$ cat config.mk
export PLATFORM = sky130hd
export DESIGN_NAME = ppid_mult
export DESIGN_NICKNAME = d
export VERILOG_FILES = /design/src/rtl/core/ppid_pkg.sv /design/src/rtl/core/ppid_mult.sv
export SDC_FILE = /design/constraint.sdc
export NUM_CORES = 2
export LEC_CHECK = 0
export ABC_CLOCK_PERIOD_IN_PS = 4610
export BUFFER_PORTS_ARGS = -buffer_cell sky130_fd_sc_hd__buf_4
export CAP_MARGIN = 20
export CORE_MARGIN = 4
export CORE_UTILIZATION = 55
export CTS_CLUSTER_DIAMETER = 40
export DETAILED_ROUTE_END_ITERATION = 16
export PLACE_DENSITY = 0.77
export SETUP_SLACK_MARGIN = 0.5
export SYNTH_ARGS = -nofsm -noshare
export SYNTH_HDL_FRONTEND = slang
export SYNTH_SLANG_ARGS = --single-unit
$ cat constraint.sdc
create_clock -name clk -period 4.61 [get_ports clk]
set_clock_uncertainty 0.05 [all_clocks]
set_input_delay 0.922 -clock clk [delete_from_list [all_inputs] [get_ports clk]]
set_output_delay 0.922 -clock clk [all_outputs]
set_load 0.05 [all_outputs]
$ cat src/rtl/core/ppid_pkg.sv
// Shared types and register codes for the position PID controller.
package ppid_pkg;

    localparam int IDX_W = 3;

    localparam logic [IDX_W-1:0] REG_TARGET       = 3'd0;
    localparam logic [IDX_W-1:0] REG_GAIN_P       = 3'd1;
    localparam logic [IDX_W-1:0] REG_GAIN_I       = 3'd2;
    localparam logic [IDX_W-1:0] REG_GAIN_D       = 3'd3;
    localparam logic [IDX_W-1:0] REG_DEAD_BAND    = 3'd4;
    localparam logic [IDX_W-1:0] REG_MAX_INTEGRAL = 3'd5;
    localparam logic [IDX_W-1:0] REG_SPEED_LIMIT  = 3'd6;

    typedef struct packed {
        logic signed [31:0] target_position;
        logic signed [15:0] gain_p;
        logic signed [15:0] gain_i;
        logic signed [15:0] gain_d;
        logic [30:0]        dead_band;
        logic [30:0]        max_integral;
        logic [30:0]        speed_limit;
    } cfg_t;

    // error terms handed from the error stage to the multipliers
    typedef struct packed {
        logic signed [31:0] err;
        logic signed [31:0] err_sum;
        logic signed [32:0] err_delta;
    } err_item_t;

    // gain products handed to the summing / limiting stage
    typedef struct packed {
        logic signed [47:0] p_term;
        logic signed [47:0] i_term;
        logic signed [48:0] d_term;
    } term_item_t;

endpackage

$ cat src/rtl/core/ppid_mult.sv
// Multiplier stage: the three gain products, registered.
module ppid_mult (
    input  logic                  clk,
    input  logic                  rst_n,
    input  ppid_pkg::cfg_t        cfg,
    input  logic                  in_valid,
    output logic                  in_ready,
    input  ppid_pkg::err_item_t   in_item,
    output logic                  out_valid,
    input  logic                  out_ready,
    output ppid_pkg::term_item_t  out_item
);
    import ppid_pkg::*;

    logic       valid_reg, valid_next;
    term_item_t item_reg, item_next;
    logic       accept;

    assign in_ready = !valid_reg || out_ready;
    assign accept   = in_valid && in_ready;

    always_comb
    begin
        item_next = item_reg;
        if (accept)
        begin
            item_next.p_term = $signed(cfg.gain_p) * $signed(in_item.err);
            item_next.i_term = $signed(cfg.gain_i) * $signed(in_item.err_sum);
            item_next.d_term = $signed(cfg.gain_d) * $signed(in_item.err_delta);
        end
        valid_next = accept ? 1'b1 : (out_ready ? 1'b0 : valid_reg);
    end

    always_ff @(posedge clk or negedge rst_n)
    begin
        if (!rst_n)
            valid_reg <= 1'b0;
        else
            valid_reg <= valid_next;
    end

    always_ff @(posedge clk)
    begin
        item_reg <= item_next;
    end

    assign out_valid = valid_reg;
    assign out_item  = item_reg;

endmodule

Word-level counts from Yosys, hierarchy flattened
Index checks and enable logic that the tools add are counted.
{"block": "totals", "register_bits": 146, "out_inout_bits": 147}
{"block": "op_classes", "n_mul": 3, "mux": 2, "reduce_logical": 4}
{"operator": "$mul A16 B32 Y48", "count": 2}
{"operator": "$mul A16 B33 Y49", "count": 1}
{"operator": "$mux W1", "count": 2}
{"operator": "$reduce_bool A2 Y1", "count": 1}
{"operator": "$logic_and A1 B1 Y1", "count": 1}
{"operator": "$logic_not A1 Y1", "count": 1}
{"operator": "$logic_or A1 B1 Y1", "count": 1}

Depth between registers and ports, before layout
{"block": "depth", "word_depth": 4, "depth_mapped": 24}

Least setup slack after synthesis
No wires, ideal clock.
{"block": "synth_path", "path_type": "input to register", "from": "input port cfg[94] (netlist bit)", "to": "register item_reg (netlist bit out_item[44]), data pin", "setup_time_ns": 0.259, "arrival_ns": 6.718, "required_time_ns": 4.301, "slack_ns": -2.417, "path_stages": 23, "n_path_buf": 2, "path_cell_list": "clkbuf_1 -> nand2_1 -> inv_1 -> fa_1 -> inv_1 -> fa_1 -> inv_1 -> fa_1 -> fa_1 -> fa_1 -> inv_1 -> fa_1 -> inv_1 -> ha_1 -> buf_2 -> nand4_1 -> or4_1 -> or3_1 -> and3_4 -> or3b_1 -> nand3_2 -> a31oi_1 -> xnor2_1"}
{"block": "synth_between", "elab_chain_len": 1}
{"item": "start, declared", "line": "ppid_mult.sv:5", "rtl": "input ppid_pkg::cfg_t cfg,"}
{"item": "$mul A16 B33 Y49", "line": "ppid_mult.sv:29", "rtl": "item_next.d_term = $signed(cfg.gain_d) * $signed(in_item.err_delta);"}
{"item": "end signal, assigned", "line": "ppid_mult.sv:44", "rtl": "item_reg <= item_next;"}
{"item": "end, declared", "line": "ppid_mult.sv:16", "rtl": "term_item_t item_reg, item_next;"}
No other way between the ends.
A chain may end at the register's enable or synchronous reset.

Final worst setup path
{"block": "layout_path", "from": "input port in_item[81] (netlist bit)", "to": "register item_reg (netlist bit out_item[142]), data pin"}
{"block": "layout_between", "elab_chain_len": 1}
{"item": "start, declared", "line": "ppid_mult.sv:8", "rtl": "input ppid_pkg::err_item_t in_item,"}
{"item": "$mul A16 B32 Y48", "line": "ppid_mult.sv:27", "rtl": "item_next.p_term = $signed(cfg.gain_p) * $signed(in_item.err);"}
No other way between the ends.

==> impl_metrics.csv <==
group,metric,value,unit
status,status,"finished, violations left",
status,violations,"negative setup slack",
cts,cts_hold_buf,0,
detailed_routing,vias,47400,
final_layout,antennaDiodeCount,0,
cts,path_clk_slew,0.09,ns
critical_path,ff2ff_setup_slack,2.59,ns
global_route,grt_pass1_wl,273,mm
cts,cts.sinks,146,
die,die_width,334,um
timing,period_needed,6.85,ns
placement,gp_congestion,0.967,
final_layout,fillers,6946,
global_route,overflow,0,
synthesis,synth_compound_area_share,4.71,%
timing,worst_slew_pin_slew,0.541,ns
synthesis,synth_cell_type_count,76,
critical_path,worstPathArrival,7.04,ns
synthesis,synth_area_leader_cell,"fa_1",
timing,drv_slew,0,
cts,root_buffer,"clkbuf_16",
synthesis,synth.avg_cell_area,9.25,um2
timing,post-route-period-util,149,%
synthesis,synthSimpleGateAreaFrac,15.1,%
detailed_routing,wl_met3,14.4,mm
synthesis,syn_nets,8403,
critical_path,start_kind,"input port",
critical_path,regToRegEndpoint,"out_item[48]$_DFFE_PP_",
final_layout,synthToLayoutAreaGrowth,29.9,%
timing,slew_headroom,63.6,%
global_route,gr-usage-all-layers,30.8,%
die,die_area,111000,um2
synthesis,synth_top_family_by_area,"adder cells",
global_route,grt_pass1_vias,53100,
cts,insertion_delay,0.50,ns
placement,dp_hpwl,135,mm
detailed_routing,highest_layer,"met5",
cts,h-tree-depth,4,
final_layout,nets,9466,
synthesis,synth_edf_count,145,
detailed_routing,firstDrtPassIters,8,
final_layout,mostFrequentLayoutCell,"inv_1",
timing,clock.fmax,0.146,GHz
timing,rsz0062_at_grt,"true",
final_layout,stdcell_area,75900,um2
synthesis,synth.ff_latch_count,146,
global_route,antenna_found_initial,2,
die,core_area,105000,um2
synthesis,syn_inst,6313,
synthesis,netlist.area_leader.share,50.4,%
synthesis,synthArstFlopShare,0.685,%
worst_hold_path,hold_class,"in2async",
synthesis,ys.flop_type,"edfxtp_1",
timing,hold_viol,0,
detailed_routing,drt-vias-per-instance,5.40,
placement,placed_cell_area,69300,um2
cts,clk_path_buf_depth,2,
detailed_routing,wl,173,mm
die,die_h,334,um
final_layout,final_cell_mix,"inv_1, fa_1, buf_4",
critical_path,timing.rr.start,"out_valid$_DFFE_PN0P_",
critical_path,worst_setup_path_end_kind,"flop",
synthesis,synth.area.mux_share,0.0364,%
critical_path,worstPathMaxFanout,12,
timing,worst_slack,-2.24,ns
cts,cts_tree,"done",
detailed_routing,drt-wirelength-per-cell,19.7,um
critical_path,r2r_cells,3,
synthesis,ys_seq_area_share,7.50,%
synthesis,yosys-top-cells-area,"fa_1, inv_1, edfxtp_1",
timing,setup_viol,121,
synthesis,synth-adder-area-share,57.8,%
detailed_routing,drcViolationCount,0,
placement,port_buffers,295,
flow_run,drv_cap,0,
timing,finalSetupTns,-171.05,ns
die,io_pins,421,
synthesis,synth-xor-area-share,2.34,%
detailed_routing,drtIter0Drc,3013,
cts,cts_buffers,17,
detailed_routing,wl_met1,62.5,mm
global_route,grt_max_degree,61,
detailed_routing,ant_nets,0,
die,rows,119,
synthesis,netlist_area,58400,um2
synthesis,yosys_warnings,0,
detailed_routing,dr_wl_met2,86.1,mm
timing,holdWs,0.130,ns
final_layout,layout-drive-gt1-share,28.9,%
critical_path,required,4.80,ns
critical_path,setup.worst_path.class,"in2reg",
die,start_util,55.4,%
[critical path: stages]
cell	delay, ns
buf_12	0.12
nand2_2	0.07
fa_1	0.56
inv_2	0.05
fa_2	0.59
fa_1	0.46
fa_1	0.51
fa_1	0.56
inv_2	0.06
fa_1	0.53
inv_2	0.05
ha_4	0.26
nand4_1	0.17
buf_4	0.19
buf_4	0.12
nor4_1	0.41
a32oi_2	0.22
o2111ai_4	0.20
nand2_2	0.14
o31ai_4	0.29
buf_4	0.19
a221o_1	0.16
a21oi_2	0.06
xnor2_1	0.13
[Yosys cell counts (all sizes together), types with 5 or more instances]
cell type / n
buf: 20
a221o: 5
and2: 626
o21a: 16
o2111ai: 5
o21ai: 78
a21oi: 119
nor2: 131
nor4: 5
edfxtp: 145
a41oi: 5
a2111oi: 7
a211oi: 23
ha: 344
xor2: 46
xnor2: 110
fa: 1472
a31oi: 21
inv: 1663
nand3: 31
nand4: 16
a21o: 68
nand2: 928
o211ai: 13
nand2b: 28
o22ai: 5
o31ai: 9
and3: 11
a21boi: 6
and4: 5
a31o: 5
or3: 7
clkbuf: 252
nor2b: 14
nor3: 21
o21bai: 16
[sequential cells by signal (all words and copies together) (netlist names)]
register / count
out_item: 145
out_valid: 1
[layout make-up]
type / count / area [um2] / area share, %
well taps: 1391 / 1740 / 2.29
inverters: 1663 / 6270 / 8.26
clock buffers: 18 / 429 / 0.566
repair buffers: 1316 / 12100 / 15.9
multi-input cells: 4232 / 50900 / 67.0
flip-flops and latches: 146 / 4380 / 5.77
clock inverters: 14 / 131 / 0.173
[logic make-up (layout without fill, tap and decap cells)]
family          Yosys count  in the layout
compound gates          423            423
xor+xnor                156            156
fa+ha+maj              1816           1816
buf+inv                1935           3011
flops                   146            146
mux                       2              2
simple gates           1835           1835
[layer usage]
metal  up-vias  GRT usage (%)
li1      20400              -
met1     24000           37.6
met2      2263           53.4
met3       673           6.00
met4         6           13.6
met5         -              0
[worst max path at each step]
stage	startpoint	to	slack [ns]	cells after the start
finish	in_item[81]	out_item[142]$_DFFE_PP_	-2.24	24
global route	in_item[76]	out_item[142]$_DFFE_PP_	-2.26	25
CTS	cfg[129]	out_item[144]$_DFFE_PP_	-2.01	22
detailed placement	cfg[103]	out_item[44]$_DFFE_PP_	-2.93	21
global placement	cfg[103]	out_item[48]$_DFFE_PP_	-2.90	21
floorplan	cfg[107]	out_item[44]$_DFFE_PP_	-2.15	20
[what timing repair did]
| item | in CTS | in global routing |
|---|---|---|
| cloned | 6 | 7 |
| resized for setup | 683 | 372 |
| pin swaps | 331 | 258 |
| setup endpoints to repair | 125 | 127 |
| buffers inserted | 102 | 72 |
[through the flow]
stage          util [%]  cells  setup WS, ns
2_1_floorplan         -   6313         -2.15
3_3_place_gp       65.7   8561         -2.90
3_5_place_dp       65.7   8561         -2.93
6_report           72.0   8780         -2.24
5_1_grt            72.0   8780         -2.26
4_1_cts            69.9   8701         -2.01
Power is not shown: default switching activity piles up to over one toggle a cycle in this logic, so the estimate is an artifact.
