[src/rtl/core/ppid_pkg.sv]
// Shared types and register codes for the position PID controller.
package ppid_pkg;

    localparam int IDX_W = 3;

    localparam logic [IDX_W-1:0] REG_TARGET       = 3'd0;
    localparam logic [IDX_W-1:0] REG_GAIN_P       = 3'd1;
    localparam logic [IDX_W-1:0] REG_GAIN_I       = 3'd2;
    localparam logic [IDX_W-1:0] REG_GAIN_D       = 3'd3;
    localparam logic [IDX_W-1:0] REG_DEAD_BAND    = 3'd4;
    localparam logic [IDX_W-1:0] REG_MAX_INTEGRAL = 3'd5;
    localparam logic [IDX_W-1:0] REG_SPEED_LIMIT  = 3'd6;

    typedef struct packed {
        logic signed [31:0] target_position;
        logic signed [15:0] gain_p;
        logic signed [15:0] gain_i;
        logic signed [15:0] gain_d;
        logic [30:0]        dead_band;
        logic [30:0]        max_integral;
        logic [30:0]        speed_limit;
    } cfg_t;

    // error terms handed from the error stage to the multipliers
    typedef struct packed {
        logic signed [31:0] err;
        logic signed [31:0] err_sum;
        logic signed [32:0] err_delta;
    } err_item_t;

    // gain products handed to the summing / limiting stage
    typedef struct packed {
        logic signed [47:0] p_term;
        logic signed [47:0] i_term;
        logic signed [48:0] d_term;
    } term_item_t;

endpackage

[src/rtl/core/ppid_limit.sv]
// Output stage: sums the PID terms and clamps to the speed limit.
module ppid_limit (
    input  logic                  clk,
    input  logic                  rst_n,
    input  ppid_pkg::cfg_t        cfg,
    input  logic                  in_valid,
    output logic                  in_ready,
    input  ppid_pkg::term_item_t  in_item,
    output logic                  out_valid,
    input  logic                  out_ready,
    output logic signed [31:0]    speed_target,
    output logic                  limited
);
    import ppid_pkg::*;

    logic               valid_reg, valid_next;
    logic signed [31:0] speed_reg, speed_next;
    logic               limited_reg, limited_next;

    logic signed [50:0] acc;
    logic signed [50:0] sl51;
    logic signed [31:0] sl32;
    logic               over;
    logic               under;
    logic               accept;

    assign in_ready = !valid_reg || out_ready;
    assign accept   = in_valid && in_ready;

    always_comb
    begin
        acc = $signed({{3{in_item.p_term[47]}}, in_item.p_term})
            + $signed({{3{in_item.i_term[47]}}, in_item.i_term})
            + $signed({{2{in_item.d_term[48]}}, in_item.d_term});
        sl51  = $signed({20'd0, cfg.speed_limit});
        sl32  = $signed({1'b0, cfg.speed_limit});
        over  = acc > sl51;
        under = acc < -sl51;

        speed_next   = speed_reg;
        limited_next = limited_reg;
        if (accept)
        begin
            // limit fits in 32 bits, so clamping the exact sum covers saturation
            if (over)
                speed_next = sl32;
            else if (under)
                speed_next = -sl32;
            else
                speed_next = acc[31:0];
            limited_next = over || under;
        end
        valid_next = accept ? 1'b1 : (out_ready ? 1'b0 : valid_reg);
    end

    always_ff @(posedge clk or negedge rst_n)
    begin
        if (!rst_n)
            valid_reg <= 1'b0;
        else
            valid_reg <= valid_next;
    end

    always_ff @(posedge clk)
    begin
        speed_reg   <= speed_next;
        limited_reg <= limited_next;
    end

    assign out_valid    = valid_reg;
    assign speed_target = speed_reg;
    assign limited      = limited_reg;

endmodule

[config.mk]
export PLATFORM = sky130hd
export DESIGN_NAME = ppid_limit
export DESIGN_NICKNAME = d
export VERILOG_FILES = /design/src/rtl/core/ppid_pkg.sv /design/src/rtl/core/ppid_limit.sv
export SDC_FILE = /design/constraint.sdc
export NUM_CORES = 1
export LEC_CHECK = 0
export ABC_AREA = 1
export BUFFER_PORTS_ARGS = -buffer_cell sky130_fd_sc_hd__buf_2
export CAP_MARGIN = 20
export CELL_PAD_IN_SITES_DETAIL_PLACEMENT = 0
export CELL_PAD_IN_SITES_GLOBAL_PLACEMENT = 1
export CORE_MARGIN = 4
export CORE_UTILIZATION = 38
export DETAILED_ROUTE_END_ITERATION = 16
export GPL_TIMING_DRIVEN = 0
export PLACE_DENSITY = 0.95
export SLEW_MARGIN = 10
export SYNTH_ARGS = -nofsm -noshare
export SYNTH_HDL_FRONTEND = slang
export SYNTH_SLANG_ARGS = --single-unit
[constraint.sdc]
create_clock -name clk -period 4.9 [get_ports clk]
set_clock_uncertainty 0.05 [all_clocks]
set_input_delay 1.225 -clock clk [delete_from_list [all_inputs] [get_ports clk]]
set_output_delay 1.225 -clock clk [all_outputs]
set_load 0.01 [all_outputs]
======== Yosys cells after proc, flatten, opt, wreduce, memory -nomap -nowiden ========
Index checks and enable logic that the tools add are counted.
W data, S select, Z words.
storage, ports and cells
  bits of input ports ..................... 322
  bits in latches ......................... 0
  bits in registers ....................... 34
  output and inout port bits .............. 35
  bits in writable memories ............... 0
  bits in read-only memories .............. 0
  word-level logic and storage cells ...... 19
  memories ................................ 0
operators by class
  div/mod/pow operators ................... 0
  reductions and logical operators ........ 5
  bitwise operators ....................... 0
  shifts and indexed selects .............. 0
  $mul .................................... 0
  order comparisons ....................... 2
  equality and inequality tests ........... 0
  add/subtract/negate cells ............... 4
  mux-type cells .......................... 4
operators with widths
  cell                 count
  $lt A50 B51 Y1       1
  $neg A31 Y51         1
  $add A49 B49 Y50     1
  $gt A50 B32 Y1       1
  $add A48 B48 Y49     1
  $mux W32             1
  $neg A31 Y32         1
  $mux W31             1
  $logic_or A1 B1 Y1   2
  $mux W1              2
  $reduce_bool A2 Y1   1
  $logic_and A1 B1 Y1  1
  $logic_not A1 Y1     1

======== Depth between registers and ports, before layout ========
  depth in word-level cells ............... 5
  mapped depth ............................ 34
  gate-level depth less buffers ........... 34

======== Least setup slack after synthesis ========
No wires, ideal clock.
  path kind ............................... input-to-reg
  start point ............................. input port in_item[1] (netlist name)
  end point ............................... register speed_reg[20] (netlist: speed_target[20]) (data pin)
  arrival ................................. 5.254 ns
  required time ........................... 4.597 ns
  buffers on the path ..................... 1
  slack ................................... -0.657 ns
  stages .................................. 28
  cells stage by stage .................... fa_1 > ha_1 > fa_1 > nand2_1 > inv_1 > nand2_1 > nand2_2 > nand2_1 > nand3_1 > nand3_1 > nand2_1 > nand2_1 > nand2_1 > nand3_1 > nand2_1 > a31oi_1 > xor2_1 > inv_1 > ha_1 > nand2_1 > a21oi_1 > a211oi_1 > nand2_4 > nand2_2 > buf_2 > nand3_1 > nand3_1 > nand2_1
between the ends
  cells in the longest elaborated chain, start to end .. 4
  elaborated cells on any way between the ends .. 5
  classes of those cells .................. add/sub: 1; order compare: 2; mux: 2
ends and longest elaborated chain
  item                  RTL line          RTL
  start, declared       ppid_limit.sv:8   input ppid_pkg::term_item_t in_item,
  $add A49 B49 Y50 (*)  ppid_limit.sv:34  + $signed({{2{in_item.d_term[48]}}, in_item.d_term});
  $lt A50 B51 Y1        ppid_limit.sv:38  under = acc < -sl51;
  $mux W32              ppid_limit.sv:47  else if (under)
  $mux W31 (*)          ppid_limit.sv:45  if (over)
  end signal, assigned  ppid_limit.sv:66  speed_reg <= speed_next;
  end, declared         ppid_limit.sv:17  logic signed [31:0] speed_reg, speed_next;
Mark *: on every way between the ends. The rest lies on a longest branch, timed or not.
A chain may end at the register's enable or synchronous reset.

======== Worst setup path after layout ========
  start point ............................. input port in_item[98] (netlist name)
  end point ............................... register speed_reg[16] (netlist: speed_target[16]) (data pin)
between the ends
  cells in the longest elaborated chain, start to end .. 5
  elaborated cells on any way between the ends .. 6
  classes of those cells .................. add/sub: 2; order compare: 2; mux: 2
ends and longest elaborated chain
  item                  RTL line          RTL
  $add A48 B48 Y49 (*)  ppid_limit.sv:33  + $signed({{3{in_item.i_term[47]}}, in_item.i_term})
  $add A49 B49 Y50 (*)  ppid_limit.sv:34
  $lt A50 B51 Y1        ppid_limit.sv:38
  $mux W32              ppid_limit.sv:47
  $mux W31 (*)          ppid_limit.sv:45
Marks and branches as above.

==> results.ini <==
[final_layout]
finalInstanceArea_sq_um = 11800
drive_gt1_share_pct = 27.8
nNetsFinal = 2083
syn_to_final_growth_pct = 30.3
antenna_cells = 0
largest_register_ffs = 32
instances_no_fill = 1903
fill_cells = 2379

[logic_synthesis]
synth-edff-count = 33
synth.avg_cell_area_sq_um = 6.82
yosysSeqAreaShare_pct = 11.2
netlist_area_sq_um = 9040
yosys.area.top_type = ha_1
synthTopCellsByArea = ha_1, nand2_1, fa_1
synth.distinct_cells = 46
syn_inst = 1327
ys_ff_latch = 34
syn-num-nets = 1827
ys.flop_type = edfxtp_1
synth_top_area_share_pct = 17.7
async_flop_share_pct = 2.94
yosys_warnings = 0

[place]
port_buffers = 214
placed_cells = 1861
hpwlAfterDp_mm = 25.7
pre_cts_slack_ns = -1.43
place_area_sq_um = 10600
place_congestion = 0.932

[clock_tree]
cts_root_buf = clkbuf_16
insertion_delay_ns = 0.27
cts_tree = done
clk_pin_slew_ns = 0.05
cts_max_level = 2
cts-hold-fix-buffers = 0
clock_path_buffers = 2
cts_sinks = 34
cts_made_buffers = 5

[global_route]
busiest_layer = met2
grt_use_met1_pct = 31.4
overflow = 0
met3_usage_pct = 1.83
grt_pass1_wl_mm = 46.5
grt_util_met2_pct = 35.3
grt_max_degree = 27
grt_pass1_vias = 9403
antenna_found_initial = 2
grtUsageTotal_pct = 21.7

[run_status]
failed_checks = negative setup slack
outcome = finished, violations left

[route]
vias_per_cell = 5.11
totalWireLength_mm = 29.6
drt-initial-drc-count = 665
ant_nets = 0
remaining_drc_errors = 0
first_pass_iters = 5
wl_per_cell_um = 15.5
vias = 9724

[worst_hold_path]
min_to = out_valid
whs_path_depth = 2
hold_path_class = flop to flop
worstHoldStart = out_valid

[setup_path]
end_kind = flop
worstPathRequired_ns = 5.00
criticalPathCategory = input port to flop
crit_top_cell = nand2_1
worst_path_max_delay_cell = fa_2
path_max_fanout = 10
reg2reg_slack_ns = 3.53
r2r-end = speed_target[5]
ff2ff_path_depth = 2
reg2reg_from = out_valid
max_stage_delay_ns = 0.52
critPathLaunchType = input port
arrival_ns = 5.74

[die]
initial_core_util_pct = 38.5
io_pins = 357
core_area_sq_um = 23500
fp-row-count = 56
die_x_um = 162
die-area_sq_um = 26300
die_h_um = 162

[sta]
slew_headroom_pct = 61.9
final.setup.worst_slack_ns = -0.739
min_period_ns = 5.64
grt_setup_unrepaired = yes
finalSetupViolations = 33
final-max-slew-violation-count = 0
max_freq_ghz = 0.177
worst_pin_slew_ns = 0.571
holdWs_ns = 0.534
fin_crit_sh_pct = 115
finalHoldViolCount = 0
setup_tns_ns = -23.24

[flow_run]
maxCapViolCount = 0

[power_and_ir_drop]
powerDensity_nw_per_um2 = 351
power.leakage_nw = 6.03
ir_drop_mv = 0.182

cells in the final DEF, fill, tap and decap left out, types with 7 or more instances in the layout:
cell / netlist / routed
ha_1: 128 / 113
fa_1: 50 / 47
o21bai_1: 13 / 13
o21ai_0: 32 / 29
inv_1: 179 / 179
clkbuf_16: 0 / 7
buf_2: 3 / 215
nand3_1: 124 / 108
a21oi_2: 1 / 11
edfxtp_1: 33 / 33
a21oi_1: 96 / 83
nor2_1: 125 / 122
nand3_2: 15 / 29
nand2_1: 316 / 274
xor2_2: 0 / 9
ha_4: 0 / 11
buf_6: 7 / 14
inv_2: 11 / 10
nand2_2: 6 / 42
buf_4: 9 / 28
nor3_1: 25 / 20
nand4_1: 21 / 21
xor2_1: 61 / 51
where the power goes:
part,internal [mW],total (mW),switching [mW]
combinational,1.35,3.39,2.04
clock,0.186,0.287,0.101
sequential,0.445,0.461,0.0153
total,1.98,4.13,2.16
how the worst max path moves through the flow:
stage | start | to | slack (ns) | cells after the start
6_report | in_item[98] | speed_target[16] | -0.74 | 31
5_1_grt | in_item[98] | speed_target[20] | -1.01 | 32
4_1_cts | in_item[98] | speed_target[15] | -0.58 | 31
3_5_place_dp | in_item[1] | speed_target[15] | -1.43 | 31
3_3_place_gp | in_item[1] | speed_target[14] | -1.46 | 31
2_1_floorplan | in_item[1] | speed_target[21] | -0.29 | 32
layer usage:
| layer | wire, um | vias up | share of wire [%] |
|---|---|---|---|
| met5 | 27 | - | 0.091 |
| met2 | 13200 | 360 | 45 |
| met3 | 2070 | 39 | 7.0 |
| met1 | 13800 | 4425 | 47 |
| li1 | - | 4896 | - |
| met4 | 480 | 4 | 1.6 |
per-stage QoR:
stage               power, mW  util, %
floorplan                2.48        -
global placement         3.28     45.2
detailed placement       3.33     45.3
CTS                      3.94     48.8
global route             4.54     50.2
finish                   4.13     50.2
logic make-up (layout without fill, tap and decap cells):
logic type / Yosys count / count (layout) / share of synthesized area (%)
xor+xnor: 66 / 66 / 6.39
fa+ha+maj: 178 / 178 / 28.8
flops: 34 / 34 / 11.2
simple gates: 661 / 661 / 32.9
compound gates: 175 / 175 / 10.8
buf+inv: 213 / 470 / 9.84
final cells by class:
class	instances	area (sq um)	area share, %
multi-input combinational	1080	7840	66.5
timing repair buffer	249	1410	12.0
sequential	34	1020	8.62
inverter	193	732	6.21
tap	319	399	3.39
buffer	20	244	2.07
clock buffer	6	129	1.09
clock inverter	2	10.0	0.0850
cell usage after synthesis, types with 2 or more instances:
master / number
ha_1: 128
nor4_1: 4
a31oi_1: 6
a21o_1: 3
xnor2_1: 5
o21ai_1: 5
nor3_1: 25
nor2_1: 125
nand3_4: 3
o211ai_1: 4
nand2_2: 6
nor2_4: 3
a31o_2: 3
inv_1: 179
buf_6: 7
or2_1: 3
nand3_2: 15
edfxtp_1: 33
nand3b_1: 2
xor2_1: 61
a21oi_1: 96
fa_1: 50
inv_2: 11
a211oi_1: 4
clkinv_1: 3
nand2_4: 3
o21ai_0: 32
o21bai_1: 13
nand2_1: 316
buf_2: 3
buf_4: 9
nand4_1: 21
and3_1: 5
o21a_1: 4
nand3_1: 124
nor2_2: 3
worst max-delay path, delay by kind of cell:
family / cells / cell delay (ns)
AOI/OAI and AO/OA: 3 / 0.49
buffers and inverters: 4 / 0.51
adders and majority gates: 4 / 1.31
and+or+nand+nor: 19 / 2.10
xor gates and xnor gates: 1 / 0.12
repair_timing:
action,4_1_cts,5_1_grt
setup buffers,22,8
resized for setup,100,53
pin swaps,49,31
cloned,3,2
setup endpoints to repair,33,33
Note: power is estimated with default switching activity, not from simulation.
