File: src/rtl/core/ppid_pkg.sv
// Shared types and register codes for the position PID controller.
package ppid_pkg;

    localparam int IDX_W = 3;

    localparam logic [IDX_W-1:0] REG_TARGET       = 3'd0;
    localparam logic [IDX_W-1:0] REG_GAIN_P       = 3'd1;
    localparam logic [IDX_W-1:0] REG_GAIN_I       = 3'd2;
    localparam logic [IDX_W-1:0] REG_GAIN_D       = 3'd3;
    localparam logic [IDX_W-1:0] REG_DEAD_BAND    = 3'd4;
    localparam logic [IDX_W-1:0] REG_MAX_INTEGRAL = 3'd5;
    localparam logic [IDX_W-1:0] REG_SPEED_LIMIT  = 3'd6;

    typedef struct packed {
        logic signed [31:0] target_position;
        logic signed [15:0] gain_p;
        logic signed [15:0] gain_i;
        logic signed [15:0] gain_d;
        logic [30:0]        dead_band;
        logic [30:0]        max_integral;
        logic [30:0]        speed_limit;
    } cfg_t;

    // error terms handed from the error stage to the multipliers
    typedef struct packed {
        logic signed [31:0] err;
        logic signed [31:0] err_sum;
        logic signed [32:0] err_delta;
    } err_item_t;

    // gain products handed to the summing / limiting stage
    typedef struct packed {
        logic signed [47:0] p_term;
        logic signed [47:0] i_term;
        logic signed [48:0] d_term;
    } term_item_t;

endpackage

File: src/rtl/core/ppid_error.sv
// Error stage: saturated error, dead band, windowed integral and derivative delta.
module ppid_error (
    input  logic                  clk,
    input  logic                  rst_n,
    input  ppid_pkg::cfg_t        cfg,
    input  logic                  in_valid,
    output logic                  in_ready,
    input  logic signed [31:0]    position,
    output logic                  out_valid,
    input  logic                  out_ready,
    output ppid_pkg::err_item_t   out_item
);
    import ppid_pkg::*;

    logic               valid_reg, valid_next;
    logic signed [31:0] sum_reg, sum_next;
    logic signed [31:0] last_reg, last_next;
    err_item_t          item_reg, item_next;

    logic signed [32:0] diff;
    logic signed [31:0] err_sat;
    logic signed [32:0] err33;
    logic signed [32:0] db33;
    logic signed [32:0] mi33;
    logic signed [32:0] mi33_neg;
    logic signed [32:0] sum_add;
    logic signed [31:0] sum_clamped;
    logic signed [31:0] err_eff;
    logic               outside;
    logic               in_win;
    logic               accept;

    assign in_ready = !valid_reg || out_ready;
    assign accept   = in_valid && in_ready;

    always_comb
    begin
        diff = $signed({cfg.target_position[31], cfg.target_position})
             - $signed({position[31], position});
        if (diff[32] != diff[31])
            err_sat = diff[32] ? 32'sh8000_0000 : 32'sh7FFF_FFFF;
        else
            err_sat = diff[31:0];

        err33    = $signed({err_sat[31], err_sat});
        db33     = $signed({2'b00, cfg.dead_band});
        mi33     = $signed({2'b00, cfg.max_integral});
        mi33_neg = -mi33;

        outside = (err33 > db33) || (err33 < -db33);
        in_win  = (err33 < mi33) && (err33 > -mi33);

        sum_add = $signed({sum_reg[31], sum_reg}) + err33;
        if (sum_add > mi33)
            sum_clamped = mi33[31:0];
        else if (sum_add < mi33_neg)
            sum_clamped = mi33_neg[31:0];
        else
            sum_clamped = sum_add[31:0];

        err_eff = outside ? err_sat : 32'sd0;

        sum_next  = sum_reg;
        last_next = last_reg;
        item_next = item_reg;
        if (accept)
        begin
            if (!outside)
                sum_next = 32'sd0;
            else if (in_win)
                sum_next = sum_clamped;
            last_next           = err_eff;
            item_next.err       = err_eff;
            item_next.err_sum   = sum_next;
            item_next.err_delta = $signed({err_eff[31], err_eff})
                                - $signed({last_reg[31], last_reg});
        end

        valid_next = accept ? 1'b1 : (out_ready ? 1'b0 : valid_reg);
    end

    always_ff @(posedge clk or negedge rst_n)
    begin
        if (!rst_n)
        begin
            valid_reg <= 1'b0;
            sum_reg   <= '0;
            last_reg  <= '0;
        end
        else
        begin
            valid_reg <= valid_next;
            sum_reg   <= sum_next;
            last_reg  <= last_next;
        end
    end

    always_ff @(posedge clk)
    begin
        item_reg <= item_next;
    end

    assign out_valid = valid_reg;
    assign out_item  = item_reg;

endmodule

File: config.mk
export PLATFORM = sky130hd
export DESIGN_NAME = ppid_error
export DESIGN_NICKNAME = d
export VERILOG_FILES = /design/src/rtl/core/ppid_pkg.sv /design/src/rtl/core/ppid_error.sv
export SDC_FILE = /design/constraint.sdc
export NUM_CORES = 1
export LEC_CHECK = 0
export BUFFER_PORTS_ARGS = -buffer_cell sky130_fd_sc_hd__buf_2
export CAP_MARGIN = 20
export CORE_MARGIN = 10
export CORE_UTILIZATION = 58
export DETAILED_ROUTE_END_ITERATION = 12
export HOLD_SLACK_MARGIN = 0.05
export PLACE_DENSITY = 0.88
export SLEW_MARGIN = 20
export SYNTH_ARGS = -nofsm -noshare
export SYNTH_HDL_FRONTEND = slang
export SYNTH_SLANG_ARGS = --single-unit
File: constraint.sdc
create_clock -name clk -period 6.4 [get_ports clk]
set_input_delay 0.96 -clock clk [delete_from_list [all_inputs] [get_ports clk]]
set_output_delay 0.96 -clock clk [all_outputs]
set_load 0.02 [all_outputs]
==> results of run 1 <==
==> synthesized netlist by cell type (13+ instances only) <==
| library cell | count | area, sq um |
|---|---|---|
| inv_1 | 166 | 623 |
| xnor2_1 | 105 | 920 |
| nor4_1 | 19 | 119 |
| o211ai_1 | 16 | 120 |
| clkbuf_1 | 31 | 116 |
| mux2i_1 | 14 | 140 |
| nor3_1 | 57 | 285 |
| o21a_1 | 33 | 248 |
| nand3_1 | 42 | 210 |
| o31ai_1 | 16 | 120 |
| edfxtp_1 | 97 | 2910 |
| a221o_1 | 23 | 230 |
| and3_1 | 23 | 144 |
| nor2_1 | 133 | 499 |
| a21o_1 | 55 | 413 |
| maj3_1 | 20 | 200 |
| a21oi_1 | 144 | 721 |
| ha_1 | 288 | 3600 |
| o21ai_1 | 16 | 80.1 |
| o22ai_1 | 13 | 81.3 |
| nor2b_1 | 43 | 269 |
| a211oi_1 | 34 | 255 |
| a22o_1 | 13 | 114 |
| o21ai_0 | 128 | 641 |
| nand2b_1 | 30 | 188 |
| a31oi_1 | 16 | 100 |
| nand2_1 | 137 | 514 |
| nand4_1 | 41 | 257 |
| xor2_1 | 25 | 219 |
| dfrtp_1 | 65 | 1630 |
==> what timing repair did <==
action	in CTS
endpoints found under the setup margin	123
buffers inserted	100
hold buffers	0
resized for setup	311
pin swaps	112
gates cloned	4
==> layer usage <==
metal,track usage (%),GRT overflow
met4,79.9,106
met1,80.6,31
met5,49.6,1
met2,92.6,201
met3,76.0,30
==> logic make-up after synthesis <==
group | after synthesis | synth area share (%)
muxes | 17 | 0.991
xor gates and xnor gates | 130 | 6.49
buffers and inverters | 223 | 5.26
and+or+nand+nor | 582 | 16.6
AOI/OAI and AO/OA | 600 | 22.8
adders and majority gates | 311 | 22.0
DFF | 162 | 25.9
==> stage by stage <==
step / instances / hold WS (ns) / cell area (sq um)
4_1_cts: 3280 / 0.300 / 26700
3_5_place_dp: 3146 / 0.503 / 23800
3_3_place_gp: 3146 / 0.466 / 23800
2_1_floorplan: 2025 / 0.449 / 18200
==> results.tsv, run 1 <==
stage	metric	value	unit
run_status	status	aborted with a tool error	
run_status	Halt Stage	5_1_grt	
run_status	Error	[ERROR GRT-0116] Global routing finished with congestion. Check the congestion regions in the DRC Viewer.	
global_route	vias in the first global route	32100	
place	Setup WS pre-CTS	-2.04	ns
synthesis	Seq cells post-synth	162	
synthesis	syn_nets	2525	
clock_network	CTS Buffer Depth	2	
place	Port-buffer cells	228	
synthesis	Synth Area per Inst	8.67	sq um
synthesis	Syn. warnings	0	
synthesis	number of enable flip-flop cells after synthesis	97	
clock_network	Root Driver	clkbuf_16	
global_route	GR Overflow Total	369	
synthesis	sequential fraction of the synthesis area	25.9	%
die	DIE HEIGHT	194	um
synthesis	Post-Synthesis Cells	2025	
global_route	Tot GR Track Use	82.1	%
synthesis	Netlist Area Pre-Place	0.0176	sq mm
place	Placer Congestion	1.11	
global_route	largest net degree at the start of global routing	66	
die	row count	63	
synthesis	ys async rst share	40.1	%
synthesis	post-synth cell types	90	
clock_network	Num CTS Buffers	17	
die	Boundary Pins	308	
clock_network	CTS Sinks	162	
clock_network	CTS H-tree depth	4	
global_route	first-pass GRT wire length	238000	um
die	Die Width	194	um
die	Initial Utilization	59.1	%
synthesis	top_reg_cell synth	edfxtp_1	
place	DPL Wire Length	62300	um
==> run 2: changes to the inputs <==
--- a/config.mk
+++ b/config.mk
@@ -8,10 +8,9 @@
 export BUFFER_PORTS_ARGS = -buffer_cell sky130_fd_sc_hd__buf_2
 export CAP_MARGIN = 20
 export CORE_MARGIN = 10
-export CORE_UTILIZATION = 58
+export CORE_UTILIZATION = 40
 export DETAILED_ROUTE_END_ITERATION = 12
-export HOLD_SLACK_MARGIN = 0.05
-export PLACE_DENSITY = 0.88
+export PLACE_DENSITY_LB_ADDON = 0.15
 export SLEW_MARGIN = 20
 export SYNTH_ARGS = -nofsm -noshare
 export SYNTH_HDL_FRONTEND = slang
==> run 2 against run 1 <==
Compared with the run above:
- the flow now finishes, with violations (negative setup slack)
- synthesized cell count did not move
- area after synthesis did not move
==> results.tsv, run 2 <==
stage	metric	value	unit	change
clock_network	Root Driver	clkbuf_16		
flow_run	Max-Cap Viols	0		
power	Max VDD drop	0.345	mV	
global_route	initial antenna violation count	2		
critical_path	CP endpoint	out_item[46]		
global_route	first-pass GRT wire length	106000	um	
drt	via count	19000		
timing	slack of the critical path	-1.20	ns	
run_status	status	finished with violations		
place	placed cells	3372		+7.2%
global_route	largest net degree at the start of global routing	59		
clock_network	Num CTS Buffers	17		unchanged
clock_network	TritonCTS clock tree	done		
timing	Slew Viols, Final	0		
critical_path	WP data required	6.59	ns	
global_route	vias in the first global route	18700		
clock_network	CTS Buffer Depth	2		unchanged
critical_path	CP max FO	8		
drt	Vias per Instance	5.45		
synthesis	sequential fraction of the synthesis area	25.9	%	unchanged
die	DIE HEIGHT	229	um	+18%
timing	endpoints failing hold	0		
power	Pwr Density	601	mW/mm^2	
timing	worst rel slew slack	51.3	%	
critical_path	CP Class	in -> reg		
synthesis	leading area contributor after synthesis	ha_1		
synthesis	Seq cells post-synth	162		unchanged
finish	Fillers	3659		
critical_path	CP max-delay cell	or4_4		
run_status	failing checks	negative setup slack		
synthesis	number of enable flip-flop cells after synthesis	97		unchanged
clock_network	clock latency on the worst-skew pair	0.46	ns	
global_route	met3 usage	3.52	%	
global_route	Tot GR Track Use	25.2	%	
finish	Diodes inserted	0		
critical_path	r2r setup slk	0.98	ns	
drt	DR DRC count	0		
timing	RSZ-0062 raised after global routing	true		
critical_path	CP peak stage delay	0.53	ns	
clock_network	CTS Sinks	162		unchanged
finish	Area growth syn-to-layout	56.0	%	
critical_path	R2R Path End	out_item[46]		
power	combinational power share	82.3	%	
place	Setup WS pre-CTS	-2.09	ns	-0.0511 ns
synthesis	Syn. warnings	0		unchanged
die	die area	0.0527	sq mm	
timing	Final setup viols	93		
finish	fin cells	3491		
timing	Slew @ Worst Pin	0.731	ns	
finish	layout cell share with drive strength beyond 1	43.7	%	
finish	most common cell after layout, fill and taps aside	buf_4		
synthesis	top cells by count, synth	ha_1 (288), inv_1 (166), a21oi_1 (144), nand2_1 (137), nor2_1 (133)		
synthesis	Yosys top cell area share	20.5	%	unchanged
timing	Fmax	132	MHz	
clock_network	Clock transition at path regs	0.08	ns	
power	Clk network pwr share	6.2	%	
critical_path	crit end category	register		
drt	DR iter-0 viols	1384		
synthesis	syn_nets	2525		unchanged
critical_path	crit path from	position[8]		
global_route	GR Overflow Total	0		
die	Boundary Pins	308		unchanged
synthesis	ys async rst share	40.1	%	unchanged
timing	Tcrit/Tclk final	119	%	
synthesis	Post-Synthesis Cells	2025		unchanged
timing	Tmin final	7.60	ns	
global_route	grt met1 use	33.8	%	
timing	Hold WS	0.499	ns	
place	Port-buffer cells	228		unchanged
global_route	Most Used Layer, Global Route	met2		
die	Initial Utilization	40.6	%	-18 points
timing	Clock Skews	0.0148	ns	
critical_path	Critical Path Start Type	primary input		
place	Placer Congestion	0.966		-13%
global_route	met2 Use GR	40.9	%	
power	Lkg Pwr	0.0129	uW	
power	overall power	16500	uW	
power	switching share of power	45.4	%	
place	DPL Wire Length	57200	um	-8.1%
die	Core Box Area	0.0433	sq mm	
drt	WL final	70100	um	
drt	ANT nets after route	0		
power	Reg power frac	11.4	%	
power	Int Pwr	8990	uW	
die	row count	76		+21%
synthesis	Synth Area per Inst	8.67	sq um	unchanged
finish	max reg flops	97		
hold_path	HP Class	reg -> reg		
synthesis	Netlist Area Pre-Place	0.0176	sq mm	unchanged
critical_path	FF-to-FF Start	sum_reg[0]		
drt	DR WL/cell	20.1	um	
finish	most frequent cells in the layout	buf_4 (617), ha_1 (255), buf_2 (217)		
synthesis	top_reg_cell synth	edfxtp_1		
synthesis	post-synth cell types	90		unchanged
drt	Initial DRT Pass Iterations	6		
die	Die Width	229	um	+18%
synthesis	most frequent cell after synthesis	ha_1		
synthesis	Synth area leaders	ha_1 (21%), edfxtp_1 (17%), dfrtp_1 (9.3%)		
power	Psw	7460	uW	
clock_network	CTS H-tree depth	4		unchanged
critical_path	R2R depth	21		
critical_path	Arr. time, crit path	7.79	ns	
finish	Nets	3393		
## run 2: worst min path at each step
stage,startpoint,endpoint,slack [ns],depth (start not counted)
global route,last_reg[21],last_reg[21],0.54,1
detailed placement,last_reg[29],last_reg[29],0.48,2
floorplan,last_reg[29],last_reg[29],0.45,2
global placement,last_reg[29],last_reg[29],0.47,2
CTS,last_reg[29],last_reg[29],0.50,2
finish,last_reg[29],last_reg[29],0.50,2
## run 2: logic make-up after synthesis
kind of cell    Yosys count  synth area share [%]
buf+inv                 223                  5.26
compound gates          600                  22.8
xor+xnor                130                  6.49
flops                   162                  25.9
simple gates            582                  16.6
fa+ha+maj               311                  22.0
mux                      17                 0.991
## run 2: power groups by stage
stage	combinational, uW	clock [uW]	sequential [uW]
after floorplan	5750	0	2070
after global placement	10400	0	1890
after detailed placement	10600	0	1900
after CTS	12000	1040	1880
after global routing	14600	1080	1910
final	13500	1020	1880
## run 2: area by class of cell
type / instances / area (sq um) / share of cell area [%]
multi-input combinational: 1641 / 14100 / 51.6
timing repair buffer: 904 / 6730 / 24.6
sequential: 162 / 4540 / 16.6
tap: 585 / 732 / 2.67
inverter: 167 / 659 / 2.41
clock buffer: 18 / 439 / 1.60
clock inverter: 14 / 141 / 0.516
## run 2: per-stage QoR
| step | instance area (sq um) | util (%) | setup TNS [ns] |
|---|---|---|---|
| 3_5_place_dp | 24300 | 56.2 | -170.95 |
| 2_1_floorplan | 18200 | - | -56.05 |
| 6_report | 27400 | 63.3 | -89.15 |
| 4_1_cts | 26100 | 60.4 | -77.32 |
| 3_3_place_gp | 24300 | 56.2 | -162.29 |
| 5_1_grt | 27400 | 63.3 | -108.16 |
## run 2: routing by layer
layer	vias to the layer above	share of wire, %
li1	9283	-
met1	9078	45
met4	0	2.8
met3	81	5.7
met5	-	0
met2	589	46
## run 2: timing repair
action,in CTS,in global routing
hold buffers,0,0
buffers inserted,45,38
endpoints found under the setup margin,95,94
pin swaps,83,83
gates resized for setup,192,182
cloned,2,5
## run 2: critical path: cells and delay by family
kind                       cells  cell delay, ns
AOI/OAI and AO/OA             15            3.15
and+or+nand+nor                8            1.56
buffers and inverters          7            0.84
adders and majority gates      3            0.93
xor gates and xnor gates       2            0.32
Power figures use the tool's default switching activity.
